$ cat src/hw/rtl/mlfq_pkg.sv
// ----------------------------------------------------------------------------
// mlfq_pkg
// shared types and codes of the multilevel feedback queue scheduler
// ----------------------------------------------------------------------------
package mlfq_pkg;

  localparam int PID_W   = 8;
  localparam int OUTC_W  = 2;
  localparam int KIND_W  = 3;
  localparam int OLVL_W  = 4;
  localparam int CFG_DW  = 16;
  localparam int CFG_IW  = 1;
  localparam int BP_W    = 16;
  localparam int AL_W    = 4;

  localparam logic [CFG_IW-1:0] REG_BOOST_PERIOD  = 1'd0;
  localparam logic [CFG_IW-1:0] REG_ACTIVE_LEVELS = 1'd1;

  localparam logic FUNC_ADMIT = 1'b0;
  localparam logic FUNC_RUN   = 1'b1;

  localparam logic [OUTC_W-1:0] OUTC_YIELD = 2'd0;
  localparam logic [OUTC_W-1:0] OUTC_FULL  = 2'd1;
  localparam logic [OUTC_W-1:0] OUTC_LAST  = 2'd2;

  localparam logic [BP_W-1:0] BOOST_PERIOD_RST  = 16'd10;
  localparam logic [AL_W-1:0] ACTIVE_LEVELS_RST = 4'd3;

  typedef enum logic [KIND_W-1:0] {
    K_ADMIT  = 3'd0,
    K_STAY   = 3'd1,
    K_DEMOTE = 3'd2,
    K_END    = 3'd3,
    K_BOOST  = 3'd4,
    K_REJECT = 3'd5
  } kind_t;

  typedef enum logic [3:0] {
    OP_NOP,
    OP_LATCH,
    OP_ADMIT,
    OP_SELECT,
    OP_READ,
    OP_POP,
    OP_PUSH,
    OP_DECIDE,
    OP_SCAN,
    OP_MOVE
  } dp_op_t;

  typedef struct packed {
    dp_op_t op;
  } dp_cmd_t;

  typedef struct packed {
    logic func_run;
    logic run_empty;
    logic boost_moves;
    logic scan_hit;
    logic scan_end;
    logic move_last;
  } dp_stat_t;

endpackage

$ cat src/hw/rtl/multilevel_feedback_queue_scheduler_core.sv
// ----------------------------------------------------------------------------
// multilevel_feedback_queue_scheduler_core
// admit: latch, then admit; run: latch, select, read, pop, push, decide
// an empty picked level rejects at read; new starts only while busy is low
// boost walk: scan levels downward, a move for each process found
// reset: synchronous, empties all queues, frees every slot, config to defaults
// results cannot be stalled; each beat is shown for one cycle on out_valid
// ----------------------------------------------------------------------------
module multilevel_feedback_queue_scheduler_core import mlfq_pkg::*; #(
  parameter int MAX_LEVELS = 8,
  parameter int MAX_PROCS  = 32
) (
  input  logic                clk,
  input  logic                rst_n,
  // command channel
  input  logic                start,
  output logic                busy,
  input  logic                in_func,
  input  logic [PID_W-1:0]    in_new_pid,
  input  logic [OUTC_W-1:0]   in_slice_outcome,
  // result channel
  output logic                out_valid,
  output logic [KIND_W-1:0]   out_kind,
  output logic [PID_W-1:0]    out_pid,
  output logic [OLVL_W-1:0]   out_dest_level,
  output logic                out_all_done,
  output logic                out_last,
  // configuration write port
  input  logic                cfg_we,
  input  logic [CFG_IW-1:0]   cfg_index,
  input  logic [CFG_DW-1:0]   cfg_wdata
);

  localparam int LW = (MAX_LEVELS > 1) ? $clog2(MAX_LEVELS) : 1;

  logic [BP_W-1:0] boost_period_r;
  logic [AL_W-1:0] active_levels_r;
  logic [LW-1:0]   top_lvl;
  logic [BP_W-1:0] period;
  dp_cmd_t         cmd;
  dp_stat_t        stat;

  // configuration registers; the user writes them only while idle, not enforced
  always_ff @(posedge clk) begin
    if (!rst_n) begin
      boost_period_r  <= BOOST_PERIOD_RST;
      active_levels_r <= ACTIVE_LEVELS_RST;
    end else if (cfg_we) begin
      case (cfg_index)
        REG_BOOST_PERIOD:  boost_period_r  <= cfg_wdata;
        REG_ACTIVE_LEVELS: active_levels_r <= cfg_wdata[AL_W-1:0];
        default: begin
          boost_period_r <= boost_period_r;
        end
      endcase
    end
  end

  // top level index: zero levels acts as one, clamp to what is built
  always_comb begin
    if (active_levels_r == '0) begin
      top_lvl = '0;
    end else if (int'(active_levels_r) > MAX_LEVELS) begin
      top_lvl = LW'(MAX_LEVELS - 1);
    end else begin
      top_lvl = LW'(int'(active_levels_r) - 1);
    end
  end

  // a zero period boosts after every run step
  assign period = (boost_period_r == '0) ? BP_W'(1) : boost_period_r;

  mlfq_ctrl u_ctrl (
    .clk   (clk),
    .rst_n (rst_n),
    .start (start),
    .busy  (busy),
    .cmd   (cmd),
    .stat  (stat)
  );

  mlfq_dp #(
    .MAX_LEVELS (MAX_LEVELS),
    .MAX_PROCS  (MAX_PROCS)
  ) u_dp (
    .clk              (clk),
    .rst_n            (rst_n),
    .cmd              (cmd),
    .stat             (stat),
    .in_func          (in_func),
    .in_new_pid       (in_new_pid),
    .in_slice_outcome (in_slice_outcome),
    .top_lvl          (top_lvl),
    .period           (period),
    .out_valid        (out_valid),
    .out_kind         (out_kind),
    .out_pid          (out_pid),
    .out_dest_level   (out_dest_level),
    .out_all_done     (out_all_done),
    .out_last         (out_last)
  );

endmodule

$ cat src/hw/rtl/mlfq_ctrl.sv
// ----------------------------------------------------------------------------
// mlfq_ctrl
// sequencer that steps the datapath through admit, run and boost
// ----------------------------------------------------------------------------
module mlfq_ctrl import mlfq_pkg::*; (
  input  logic     clk,
  input  logic     rst_n,
  input  logic     start,
  output logic     busy,
  output dp_cmd_t  cmd,
  input  dp_stat_t stat
);

  typedef enum logic [3:0] {
    ST_IDLE,
    ST_DECODE,
    ST_RREAD,
    ST_RPOP,
    ST_RPUSH,
    ST_RDEC,
    ST_BSCAN,
    ST_BMOVE
  } state_t;

  state_t state_r, state_nxt;
  logic   busy_r;

  always_comb begin
    state_nxt = state_r;
    cmd.op    = OP_NOP;
    case (state_r)
      ST_IDLE: begin
        if (start) begin
          cmd.op    = OP_LATCH;
          state_nxt = ST_DECODE;
        end
      end
      ST_DECODE: begin
        if (stat.func_run) begin
          cmd.op    = OP_SELECT;
          state_nxt = ST_RREAD;
        end else begin
          cmd.op    = OP_ADMIT;
          state_nxt = ST_IDLE;
        end
      end
      ST_RREAD: begin
        cmd.op    = OP_READ;
        state_nxt = stat.run_empty ? ST_IDLE : ST_RPOP;
      end
      ST_RPOP: begin
        cmd.op    = OP_POP;
        state_nxt = ST_RPUSH;
      end
      ST_RPUSH: begin
        cmd.op    = OP_PUSH;
        state_nxt = ST_RDEC;
      end
      ST_RDEC: begin
        cmd.op    = OP_DECIDE;
        state_nxt = stat.boost_moves ? ST_BSCAN : ST_IDLE;
      end
      ST_BSCAN: begin
        cmd.op = OP_SCAN;
        if (stat.scan_hit) begin
          state_nxt = ST_BMOVE;
        end else if (stat.scan_end) begin
          state_nxt = ST_IDLE;
        end
      end
      ST_BMOVE: begin
        cmd.op    = OP_MOVE;
        state_nxt = stat.move_last ? ST_IDLE : ST_BSCAN;
      end
      default: begin
        state_nxt = ST_IDLE;
      end
    endcase
  end

  always_ff @(posedge clk) begin
    if (!rst_n) begin
      state_r <= ST_IDLE;
      busy_r  <= 1'b0;
    end else begin
      state_r <= state_nxt;
      busy_r  <= (state_nxt != ST_IDLE);
    end
  end

  assign busy = busy_r;

  a_accept_busy: assert property (@(posedge clk) disable iff (!rst_n)
    start && !busy |=> busy)
    else $error("accepted beat did not raise busy");

endmodule

$ cat src/hw/rtl/mlfq_dp.sv
// ----------------------------------------------------------------------------
// mlfq_dp
// queue storage, level pointers, free map and result registers
// ----------------------------------------------------------------------------
module mlfq_dp import mlfq_pkg::*; #(
  parameter int MAX_LEVELS = 8,
  parameter int MAX_PROCS  = 32
) (
  input  logic                                       clk,
  input  logic                                       rst_n,
  input  dp_cmd_t                                    cmd,
  output dp_stat_t                                   stat,
  input  logic                                       in_func,
  input  logic [PID_W-1:0]                           in_new_pid,
  input  logic [OUTC_W-1:0]                          in_slice_outcome,
  input  logic [((MAX_LEVELS > 1) ? $clog2(MAX_LEVELS) : 1)-1:0] top_lvl,
  input  logic [BP_W-1:0]                            period,
  output logic                                       out_valid,
  output logic [KIND_W-1:0]                          out_kind,
  output logic [PID_W-1:0]                           out_pid,
  output logic [OLVL_W-1:0]                          out_dest_level,
  output logic                                       out_all_done,
  output logic                                       out_last
);

  localparam int LW = (MAX_LEVELS > 1) ? $clog2(MAX_LEVELS) : 1;
  localparam int SW = $clog2(MAX_PROCS);
  localparam int CW = $clog2(MAX_PROCS + 1);
  localparam logic [LW-1:0] LV_BOTTOM = '0;
  localparam logic [LW-1:0] LV_LAST   = LW'(MAX_LEVELS - 1);

  // slot memories
  logic [PID_W-1:0] slot_pid  [MAX_PROCS];
  logic [SW-1:0]    slot_next [MAX_PROCS];

  logic [SW-1:0] head_r [MAX_LEVELS];
  logic [SW-1:0] tail_r [MAX_LEVELS];
  logic [CW-1:0] cnt_r  [MAX_LEVELS];
  logic [MAX_PROCS-1:0] free_r;
  logic [LW-1:0] cursor_r;
  logic [BP_W-1:0] steps_r;

  logic              func_r;
  logic [PID_W-1:0]  npid_r;
  logic [OUTC_W-1:0] outc_r;
  logic [LW-1:0]     lv_r;
  logic [LW-1:0]     dest_r;
  logic [LW-1:0]     src_r;
  logic [SW-1:0]     s_r;
  logic [PID_W-1:0]  pid_r;
  logic [PID_W-1:0]  rd_pid_r;
  logic [SW-1:0]     rd_next_r;

  logic              out_valid_r;
  kind_t             out_kind_r;
  logic [PID_W-1:0]  out_pid_r;
  logic [OLVL_W-1:0] out_lvl_r;
  logic              out_done_r;
  logic              out_last_r;

  logic [MAX_LEVELS-1:0] ne, ne_nt, ne_below;
  logic [SW-1:0]     alloc_s;
  logic              free_empty;
  logic [SW-1:0]     rd_addr;
  logic              push_en, link_en;
  logic [LW-1:0]     push_lv;
  logic [SW-1:0]     push_s;
  logic              is_end;
  logic              boost;
  logic [LW-1:0]     sel_from, cur_from, cur_walk, sel_walk;
  logic [OLVL_W-1:0] top_out;

  // highest nonempty level at or below from, else highest up to top, else top
  function automatic logic [LW-1:0] walk_f(input logic [LW-1:0] from,
                                           input logic [LW-1:0] top,
                                           input logic [MAX_LEVELS-1:0] nem);
    logic [LW-1:0] res;
    res = top;
    for (int i = 0; i < MAX_LEVELS; i++) begin
      if (nem[i] && LW'(i) <= top && LW'(i) > from) res = LW'(i);
    end
    for (int i = 0; i < MAX_LEVELS; i++) begin
      if (nem[i] && LW'(i) <= from) res = LW'(i);
    end
    return res;
  endfunction

  always_comb begin
    for (int i = 0; i < MAX_LEVELS; i++) begin
      ne[i]       = (cnt_r[i] != '0);
      ne_nt[i]    = ne[i] && (LW'(i) != top_lvl);
      ne_below[i] = ne_nt[i] && (LW'(i) < src_r);
    end
  end

  always_comb begin
    alloc_s = '0;
    for (int i = MAX_PROCS - 1; i >= 0; i--) begin
      if (free_r[i]) alloc_s = SW'(i);
    end
  end

  assign free_empty = (free_r == '0);
  assign is_end     = (outc_r >= OUTC_LAST);
  assign boost      = (|ne) && (steps_r >= period);
  assign sel_from   = (cursor_r > top_lvl) ? top_lvl : cursor_r;
  assign sel_walk   = walk_f(sel_from, top_lvl, ne);
  assign cur_from   = (lv_r != LV_BOTTOM) ? lv_r - LW'(1) : top_lvl;
  assign cur_walk   = walk_f(cur_from, top_lvl, ne);
  assign top_out    = OLVL_W'(int'(top_lvl) + 1);

  assign rd_addr = (cmd.op == OP_SCAN) ? head_r[src_r] : head_r[lv_r];

  // one tail push per cycle at most
  always_comb begin
    push_en = 1'b0;
    push_lv = top_lvl;
    push_s  = s_r;
    case (cmd.op)
      OP_ADMIT: begin
        push_en = !free_empty;
        push_s  = alloc_s;
      end
      OP_PUSH: begin
        push_en = !is_end;
        push_lv = dest_r;
      end
      OP_MOVE: begin
        push_en = 1'b1;
      end
      default: begin
        push_en = 1'b0;
      end
    endcase
    link_en = push_en && ne[push_lv];
  end

  always_comb begin
    stat.func_run    = (func_r == FUNC_RUN);
    stat.run_empty   = !ne[lv_r];
    stat.boost_moves = boost && (|ne_nt);
    stat.scan_hit    = ne[src_r] && (src_r != top_lvl);
    stat.scan_end    = (src_r == LV_BOTTOM);
    stat.move_last   = (cnt_r[src_r] == CW'(1)) && !(|ne_below);
  end

  always_ff @(posedge clk) begin
    rd_pid_r  <= slot_pid[rd_addr];
    rd_next_r <= slot_next[rd_addr];
    if (cmd.op == OP_ADMIT && !free_empty) begin
      slot_pid[alloc_s] <= npid_r;
    end
    if (link_en) begin
      slot_next[tail_r[push_lv]] <= push_s;
    end
  end

  always_ff @(posedge clk) begin
    if (!rst_n) begin
      for (int i = 0; i < MAX_LEVELS; i++) begin
        head_r[i] <= '0;
        tail_r[i] <= '0;
        cnt_r[i]  <= '0;
      end
      free_r      <= '1;
      cursor_r    <= LW'(ACTIVE_LEVELS_RST - AL_W'(1));
      steps_r     <= '0;
      func_r      <= FUNC_ADMIT;
      out_valid_r <= 1'b0;
    end else begin
      out_valid_r <= 1'b0;
      case (cmd.op)
        OP_LATCH: begin
          func_r <= in_func;
          npid_r <= in_new_pid;
          outc_r <= in_slice_outcome;
        end
        OP_ADMIT: begin
          out_valid_r <= 1'b1;
          out_last_r  <= 1'b1;
          if (free_empty) begin
            out_kind_r <= K_REJECT;
            out_pid_r  <= '0;
            out_lvl_r  <= '0;
            out_done_r <= !(|ne);
          end else begin
            free_r[alloc_s] <= 1'b0;
            out_kind_r <= K_ADMIT;
            out_pid_r  <= npid_r;
            out_lvl_r  <= top_out;
            out_done_r <= 1'b0;
          end
        end
        OP_SELECT: begin
          lv_r <= sel_walk;
        end
        OP_READ: begin
          s_r <= head_r[lv_r];
          if (!ne[lv_r]) begin
            out_valid_r <= 1'b1;
            out_kind_r  <= K_REJECT;
            out_pid_r   <= '0;
            out_lvl_r   <= '0;
            out_done_r  <= !(|ne);
            out_last_r  <= 1'b1;
          end
        end
        OP_POP: begin
          head_r[lv_r] <= rd_next_r;
          cnt_r[lv_r]  <= cnt_r[lv_r] - CW'(1);
          pid_r        <= rd_pid_r;
          if (steps_r != '1) steps_r <= steps_r + BP_W'(1);
          if (is_end) free_r[s_r] <= 1'b1;
          if (outc_r == OUTC_FULL) begin
            dest_r <= (lv_r != LV_BOTTOM) ? lv_r - LW'(1) : LV_BOTTOM;
          end else begin
            dest_r <= lv_r;
          end
        end
        OP_DECIDE: begin
          out_valid_r <= 1'b1;
          out_pid_r   <= pid_r;
          out_done_r  <= !(|ne);
          out_last_r  <= !(boost && (|ne_nt));
          if (is_end) begin
            out_kind_r <= K_END;
            out_lvl_r  <= '0;
          end else begin
            out_kind_r <= (outc_r == OUTC_FULL) ? K_DEMOTE : K_STAY;
            out_lvl_r  <= OLVL_W'(int'(dest_r) + 1);
          end
          if (boost) begin
            steps_r  <= '0;
            cursor_r <= top_lvl;
            src_r    <= LV_LAST;
          end else begin
            cursor_r <= ne[lv_r] ? lv_r : cur_walk;
          end
        end
        OP_SCAN: begin
          s_r <= head_r[src_r];
          if (!(ne[src_r] && src_r != top_lvl) && src_r != LV_BOTTOM) begin
            src_r <= src_r - LW'(1);
          end
        end
        OP_MOVE: begin
          head_r[src_r] <= rd_next_r;
          cnt_r[src_r]  <= cnt_r[src_r] - CW'(1);
          out_valid_r   <= 1'b1;
          out_kind_r    <= K_BOOST;
          out_pid_r     <= rd_pid_r;
          out_lvl_r     <= top_out;
          out_done_r    <= 1'b0;
          out_last_r    <= stat.move_last;
        end
        default: begin
          out_valid_r <= 1'b0;
        end
      endcase
      // tail push, shared by admit, requeue and boost
      if (push_en) begin
        if (!ne[push_lv]) head_r[push_lv] <= push_s;
        tail_r[push_lv] <= push_s;
        cnt_r[push_lv]  <= cnt_r[push_lv] + CW'(1);
      end
    end
  end

  assign out_valid      = out_valid_r;
  assign out_kind       = out_kind_r;
  assign out_pid        = out_pid_r;
  assign out_dest_level = out_lvl_r;
  assign out_all_done   = out_done_r;
  assign out_last       = out_last_r;

  a_boost_not_done: assert property (@(posedge clk) disable iff (!rst_n)
    out_valid && out_kind == K_BOOST |-> !out_all_done)
    else $error("boost beat flagged all queues empty");

  a_reject_zero: assert property (@(posedge clk) disable iff (!rst_n)
    out_valid && out_kind == K_REJECT |-> out_pid == '0 && out_dest_level == '0)
    else $error("rejected beat carries id or level");

  a_move_src: assert property (@(posedge clk) disable iff (!rst_n)
    cmd.op == OP_MOVE |-> src_r != top_lvl && ne[src_r])
    else $error("boost move from top or empty level");

endmodule
$ cat config.mk
export PLATFORM = sky130hd
export DESIGN_NAME = multilevel_feedback_queue_scheduler_core
export DESIGN_NICKNAME = d
export VERILOG_FILES = /design/src/hw/rtl/mlfq_pkg.sv /design/src/hw/rtl/multilevel_feedback_queue_scheduler_core.sv /design/src/hw/rtl/mlfq_ctrl.sv /design/src/hw/rtl/mlfq_dp.sv
export SDC_FILE = /design/constraint.sdc
export NUM_CORES = 1
export LEC_CHECK = 0
export ABC_AREA = 1
export BUFFER_PORTS_ARGS = -buffer_cell sky130_fd_sc_hd__clkbuf_2
export CAP_MARGIN = 40
export CORE_ASPECT_RATIO = 0.9
export CORE_MARGIN = 4
export CORE_UTILIZATION = 30
export CTS_BUF_LIST = sky130_fd_sc_hd__clkbuf_16
export DETAILED_ROUTE_END_ITERATION = 10
export PLACE_DENSITY = 0.44
export SYNTH_ARGS = -nofsm -noshare
export SYNTH_HDL_FRONTEND = slang
export SYNTH_SLANG_ARGS = --single-unit
$ cat constraint.sdc
create_clock -name clk -period 9.38 [get_ports clk]
set_input_delay 0.469 -clock clk [delete_from_list [all_inputs] [get_ports clk]]
set_output_delay 0.469 -clock clk [all_outputs]
set_load 0.02 [all_outputs]
=== Word level (Yosys, flattened, before mapping) ===
Memories as Yosys holds them, arrays and structs flattened. A register that Yosys moved wholly into a read port is not among the register bits.
Cells that the tools add are included.
Widths: inputs -> output; s select.

* Word-level logic and storage cells: 416
* Bits in registers: 127
* ROM bits: 0
* RAM bits: 544
* Latch bits: 0
* Memories: 5

* Multiplexer cells: 167
* Div/mod/pow operators: 0
* $mul: 0
* Bitwise gates (word level): 4
* Shifts and indexed selects: 0
* Reductions and logical operators: 116
* Equal/unequal tests: 33
* $lt $le $gt $ge: 59
* Add/subtract/negate cells: 9

{| class="wikitable"
|+ Memories
! memory !! words !! width !! read ports !! clocked after Yosys merged registers in !! write ports !! RTL line !! text
|-
| u_dp.slot_pid || 32 || 8 || 1 || 1 || 1 || mlfq_dp.sv:33 || <nowiki>logic [PID_W-1:0] slot_pid [MAX_PROCS];</nowiki>
|-
| u_dp.slot_next || 32 || 5 || 1 || 1 || 1 || mlfq_dp.sv:34 || <nowiki>logic [SW-1:0] slot_next [MAX_PROCS];</nowiki>
|-
| u_dp.cnt_r || 8 || 6 || 11 || 1 || 8 || mlfq_dp.sv:38 || <nowiki>logic [CW-1:0] cnt_r [MAX_LEVELS];</nowiki>
|-
| u_dp.head_r || 8 || 5 || 2 || 1 || 8 || mlfq_dp.sv:36 || <nowiki>logic [SW-1:0] head_r [MAX_LEVELS];</nowiki>
|-
| u_dp.tail_r || 8 || 5 || 1 || 0 || 8 || mlfq_dp.sv:37 || <nowiki>logic [SW-1:0] tail_r [MAX_LEVELS];</nowiki>
|}

{| class="wikitable"
|+ Operators by type and width
! operator !! number
|-
| $mux 5 || 38
|-
| $mux 3 || 53
|-
| $logic_and 1x1->1 || 65
|-
| $mux 32 || 2
|-
| $pmux 32 s2 || 1
|-
| $pmux 4 s8 || 2
|-
| $mux 16 || 3
|-
| $reduce_bool 6->1 || 8
|-
| $mux 1 || 37
|-
| $le 3x3->1 const A || 12
|-
| $and 32x32->32 || 1
|-
| $eq 4x3->1 const B || 8
|-
| $logic_not 32->1 || 1
|-
| $not 32->32 || 1
|-
| $or 32x32->32 || 1
|-
| $pmux 16 s2 || 1
|-
| $pmux 8 s4 || 1
|-
| $gt 3x3->1 const A || 8
|-
| $mux 4 || 6
|-
| $reduce_or 8->1 || 3
|-
| $reduce_or 5->1 || 4
|-
| $le 1x3->1 const A || 6
|-
| $le 2x3->1 const A || 6
|-
| $mux 6 || 3
|-
| other kinds (55) || 117
|}

=== Depth between registers and ports, before layout ===
* Depth after elaboration: 40
* Gate-level depth with buffers: 36

=== By module ===
Synthesis repeated with hierarchy kept, for this count alone.

* Cell total of the unflattened synthesis: 3349
* Area, all modules: 32880.3 µm²

{| class="wikitable"
|+ By module, submodules not included
! module !! cells an instance !! times used !! area an instance (µm²)
|-
| mlfq_dp || 3165 || 1 || 31672.9
|-
| multilevel_feedback_queue_scheduler_core || 127 || 1 || 890.9
|-
| mlfq_ctrl || 57 || 1 || 316.6
|}

=== Worst setup path before layout ===
No wires, ideal clock.

* Path type: reg2reg
* Start point: reg u_ctrl.state_r[0]
* End point: mem u_dp.head_r[5][1] in the netlist's numbering (data pin)
* Data arrival time: 3.397 ns
* Path slack: 5.830 ns
* Required time: 9.227 ns
* Cell stages (with the launch flop): 10
* Clock period less this slack: 3.550 ns
* Buffers on the path: 1
* Cell sequence: dfxtp_1 nor2_1 nand3_1 inv_1 nor4_2 nand3_2 o21ai_0 inv_1 buf_1 o21ai_0

{| class="wikitable"
|+ RTL lines
! element !! RTL line !! text
|-
| start: declaration || mlfq_ctrl.sv:25 || <nowiki>state_t state_r, state_nxt;</nowiki>
|-
| start signal: assignment || mlfq_ctrl.sv:86 || <nowiki>state_r <= state_nxt;</nowiki>
|-
| end: declaration || mlfq_dp.sv:36 ||
|}

==> results.toml <==
[outcome]
outcome = "complete, no violations"

[die]
die_x_um = 355
fp.dieH_um = 320
dieArea_um2 = 114000
initial_core_util_pct = 30.3
io_pins = 51
num_rows = 114
core_area_um2 = 108000

[synth]
synth-edff-count = 593
synthDistinctLibCells = 72
syn_inst = 3283
yosysWarningCount = 0
ys_seq_elements = 687
ys_seq_area_share_pct = 60.5
synth_area_per_cell_um2 = 9.91
syn_area_um2 = 32500
synth_nets = 3349
synth_ff_type = "edfxtp_1"
synth_async_sr_flop_share_pct = 0

[critical_path]
r2r_cells = 16
crit_chain = "inv_1, a21oi_1, a32o_1, nand2_1, o21ai_0, inv_1, o21ai_4, buf_4, clkinv_2, buf_4, buf_16, o21ai_0, o22ai_1, o211a_1, a311oi_1, a31oi_1"
critical_path.max_fanout = 58
r2r_slack_ns = 4.39
criticalPathCategory = "reg -> reg"
cp-end-kind = "flop"
cp_slowest_cell = "dfxtp_1"
cp_num_buf_inv = 6
slowest_delay_ns = 0.93
crit_family = "buffers and inverters"
worstReg2RegEnd = "u_dp.rd_pid_r[4]"
cp-start-kind = "flop"
required_ns = 9.89
cp.arrival_ns = 5.51

[detailed_routing]
wl_met1_um = 50900
antenna_left = 0
vias_per_cell = 5.18
drt-initial-drc-count = 2526
drtPass1Iterations = 6
routedWlPerCell_um = 21.9
dr_wl_met2_um = 47100
maxUsedRoutingLayer = "met4"
drc_errors = 0
drt-total-wl_um = 106000
dr_wl_met3_um = 6100
routed-via-count = 25200

[pwr]
ir_drop_mv = 0.123
p_leak_uw = 0.0134
power.density_nw_per_um2 = 184

[sta]
min_period_over_period_pct = 53.2
rsz0062_at_grt = "false"
finalMaxSlewViolations = 0
final_hold_viol_count = 0
fin_skew_ns = 0.0268
max_freq_mhz = 200
relSlewSlack_pct = 38.2
max_slew.worst_pin.slew_ns = 0.926
setup_violations = 0
tns_ns = 0
min_period_ns = 4.99

[clock_network]
clk_latency_ns = 0.66
cts_tree = "done"
clk_path_buf_depth = 3
cts_buffers = 81
htreeDepth = 3
cts_root_buf = "clkbuf_16"
cts.sinks = 687
cts.clk_slew.worst_paths_ns = 0.06
post_cts_resized = 0

[global_route]
antenna_found_initial = 0
grt_pass1_wl_um = 159000
grt_max_degree = 82
grt.total_usage_pct = 18.2
gr-total-overflow = 0
grt_pass1_vias = 24100

[layout]
drive_gt1_share_pct = 10.4
nets = 3409
n_antenna_cell = 0
utilization_pct = 35.0
area_growth_pct = 15.6

[worst_hold_path]
hp-start = "cfg_wdata[3]"
hold_depth = 3
hp-class = "in -> reg"
hold_end = "boost_period_r[3]"

[place]
port_buffers = 50
dp_hpwl_um = 69800
routabilityCongestion = 0.879

[run]
maxCapViolations = 0
==> cell usage in the layout (no fill, tap or decap), types with 6 or more instances in the layout <==
cell and count:
a22o_1 11, a21oi_1 134, ha_1 34, buf_16 8, o21bai_1 9, o21ai_1 19, nand2_1 388, clkbuf_2 50
nor4_2 7, o211a_1 7, o211ai_1 39, dfxtp_1 94, a22oi_1 6, a31oi_1 22, nand3_1 123, o221ai_1 80
nor4_1 6, clkinv_2 16, nand4_1 48, nor2_2 15, edfxtp_1 593, a311oi_1 11, inv_1 278, o21ai_4 7
nor2_1 521, xnor2_1 6, bufinv_16 6, clkbuf_16 82, buf_8 7, nor3_1 21, dlygate4sd3_1 10, buf_4 61
buf_6 8, a221oi_1 11, nor3_2 7, inv_2 39, o22ai_1 112, clkinv_1 25, o21ai_0 407
==> final cells by class <==
type,count,area [um^2]
multi-input combinational,2118,11100
fill,11000,69900
clock buffer,82,2050
tap,1450,1810
clock inverter,67,536
timing repair buffer,145,1230
inverter,310,1180
sequential,687,19700
==> cell usage after synthesis (3+ instances only) <==
library cell | n | share of area [%]
o211a_1 | 7 | 0.22
inv_2 | 39 | 0.45
ha_1 | 34 | 1.3
clkbuf_1 | 121 | 1.4
nor4_1 | 12 | 0.23
xor2_1 | 3 | 0.081
o21ai_1 | 23 | 0.35
o21bai_1 | 9 | 0.21
buf_4 | 3 | 0.069
nor2_4 | 3 | 0.10
a21oi_1 | 134 | 2.1
o21ai_4 | 4 | 0.20
nand2_4 | 4 | 0.14
and3_1 | 5 | 0.096
a22oi_1 | 6 | 0.14
nor3_1 | 21 | 0.32
nor3_4 | 3 | 0.15
nand4_1 | 48 | 0.92
o221ai_1 | 80 | 2.2
a22o_1 | 11 | 0.30
nor2_1 | 525 | 6.1
nand2_1 | 389 | 4.5
edfxtp_1 | 593 | 55
nor2_2 | 11 | 0.21
nand3_1 | 123 | 1.9
a31oi_1 | 22 | 0.42
inv_4 | 3 | 0.058
a221oi_1 | 11 | 0.30
nor3_2 | 7 | 0.22
buf_1 | 12 | 0.14
o211ai_1 | 39 | 0.90
dfxtp_1 | 94 | 5.8
a211oi_1 | 4 | 0.092
o31ai_1 | 4 | 0.092
a311oi_1 | 12 | 0.32
inv_1 | 263 | 3.0
o21ai_0 | 409 | 6.3
clkinv_1 | 4 | 0.046
buf_2 | 32 | 0.49
o22ai_1 | 112 | 2.2
xnor2_1 | 6 | 0.16
==> worst max path at each step <==
stage,start,end,depth (start not counted)
floorplan,u_ctrl.state_r[0],u_dp.head_r[5][1],9
global placement,flop,u_dp.rd_pid_r[4],11
detailed placement,flop,u_dp.rd_pid_r[4],16
CTS,flop,u_dp.rd_pid_r[4],16
global route,flop,u_dp.rd_pid_r[4],15
finish,flop,u_dp.rd_pid_r[4],16
==> tightest hold or removal path: cells and delay by family <==
| kind | cells | cell delay (ns) |
|---|---|---|
| AO/OA/AOI/OAI | 1 | 0.07 |
| buffers and inverters | 1 | 0.09 |
| AND/OR/NAND/NOR | 1 | 0.05 |
==> metrics by stage <==
stage	cells	area, um^2	total power, uW	setup slack [ns]	hold slack, ns
2_1_floorplan	3283	32500	3710	5.83	0.409
3_3_place_gp	4670	34500	3870	4.51	0.453
3_5_place_dp	4700	34900	3870	4.49	0.438
4_1_cts	4859	37600	6990	4.45	0.00457
5_1_grt	4859	37600	7170	4.10	0.0532
6_report	4859	37600	6910	4.39	0.0534
==> power by group <==
part | internal (uW) | switching [uW]
sequential | 3340 | 35.2
clock | 1770 | 1320
combinational | 124 | 323
==> cell families after synthesis <==
| logic type | after synthesis | share of synthesized area, % |
|---|---|---|
| XOR/XNOR | 11 | 0.377 |
| adder cells (fa/ha/maj) | 34 | 1.31 |
| AO/OA/AOI/OAI | 913 | 17.0 |
| flip-flops | 687 | 60.5 |
| buffers and inverters | 478 | 5.70 |
| other | 1 | 0.0115 |
| AND/OR/NAND/NOR | 1159 | 15.1 |
==> registers in the layout, indices dropped and copies added (netlist names), 5 cells and up, named ones only <==
register        count
u_dp.slot_pid     256
u_dp.slot_next    160
u_dp.cnt_r         48
u_dp.head_r        40
u_dp.tail_r        40
u_dp.free_r        32
boost_period_r     16
u_dp.steps_r       16
u_dp.npid_r         8
u_dp.out_pid        8
u_dp.pid_r          8
u_dp.rd_pid_r       8
u_dp.rd_next_r      5
u_dp.s_r            5
==> routing by layer <==
metal / GRT usage [%] / up-vias
met1: 26.9 / 12300
li1: - / 11900
met5: 0 / -
met2: 27.9 / 813
met3: 2.81 / 152
met4: 4.56 / 0
==> timing repair <==
item,CTS,global route
endpoints found under the hold margin,10,0
setup buffers,0,0
hold buffers,10,0
Note: power is estimated with default switching activity, not from simulation.
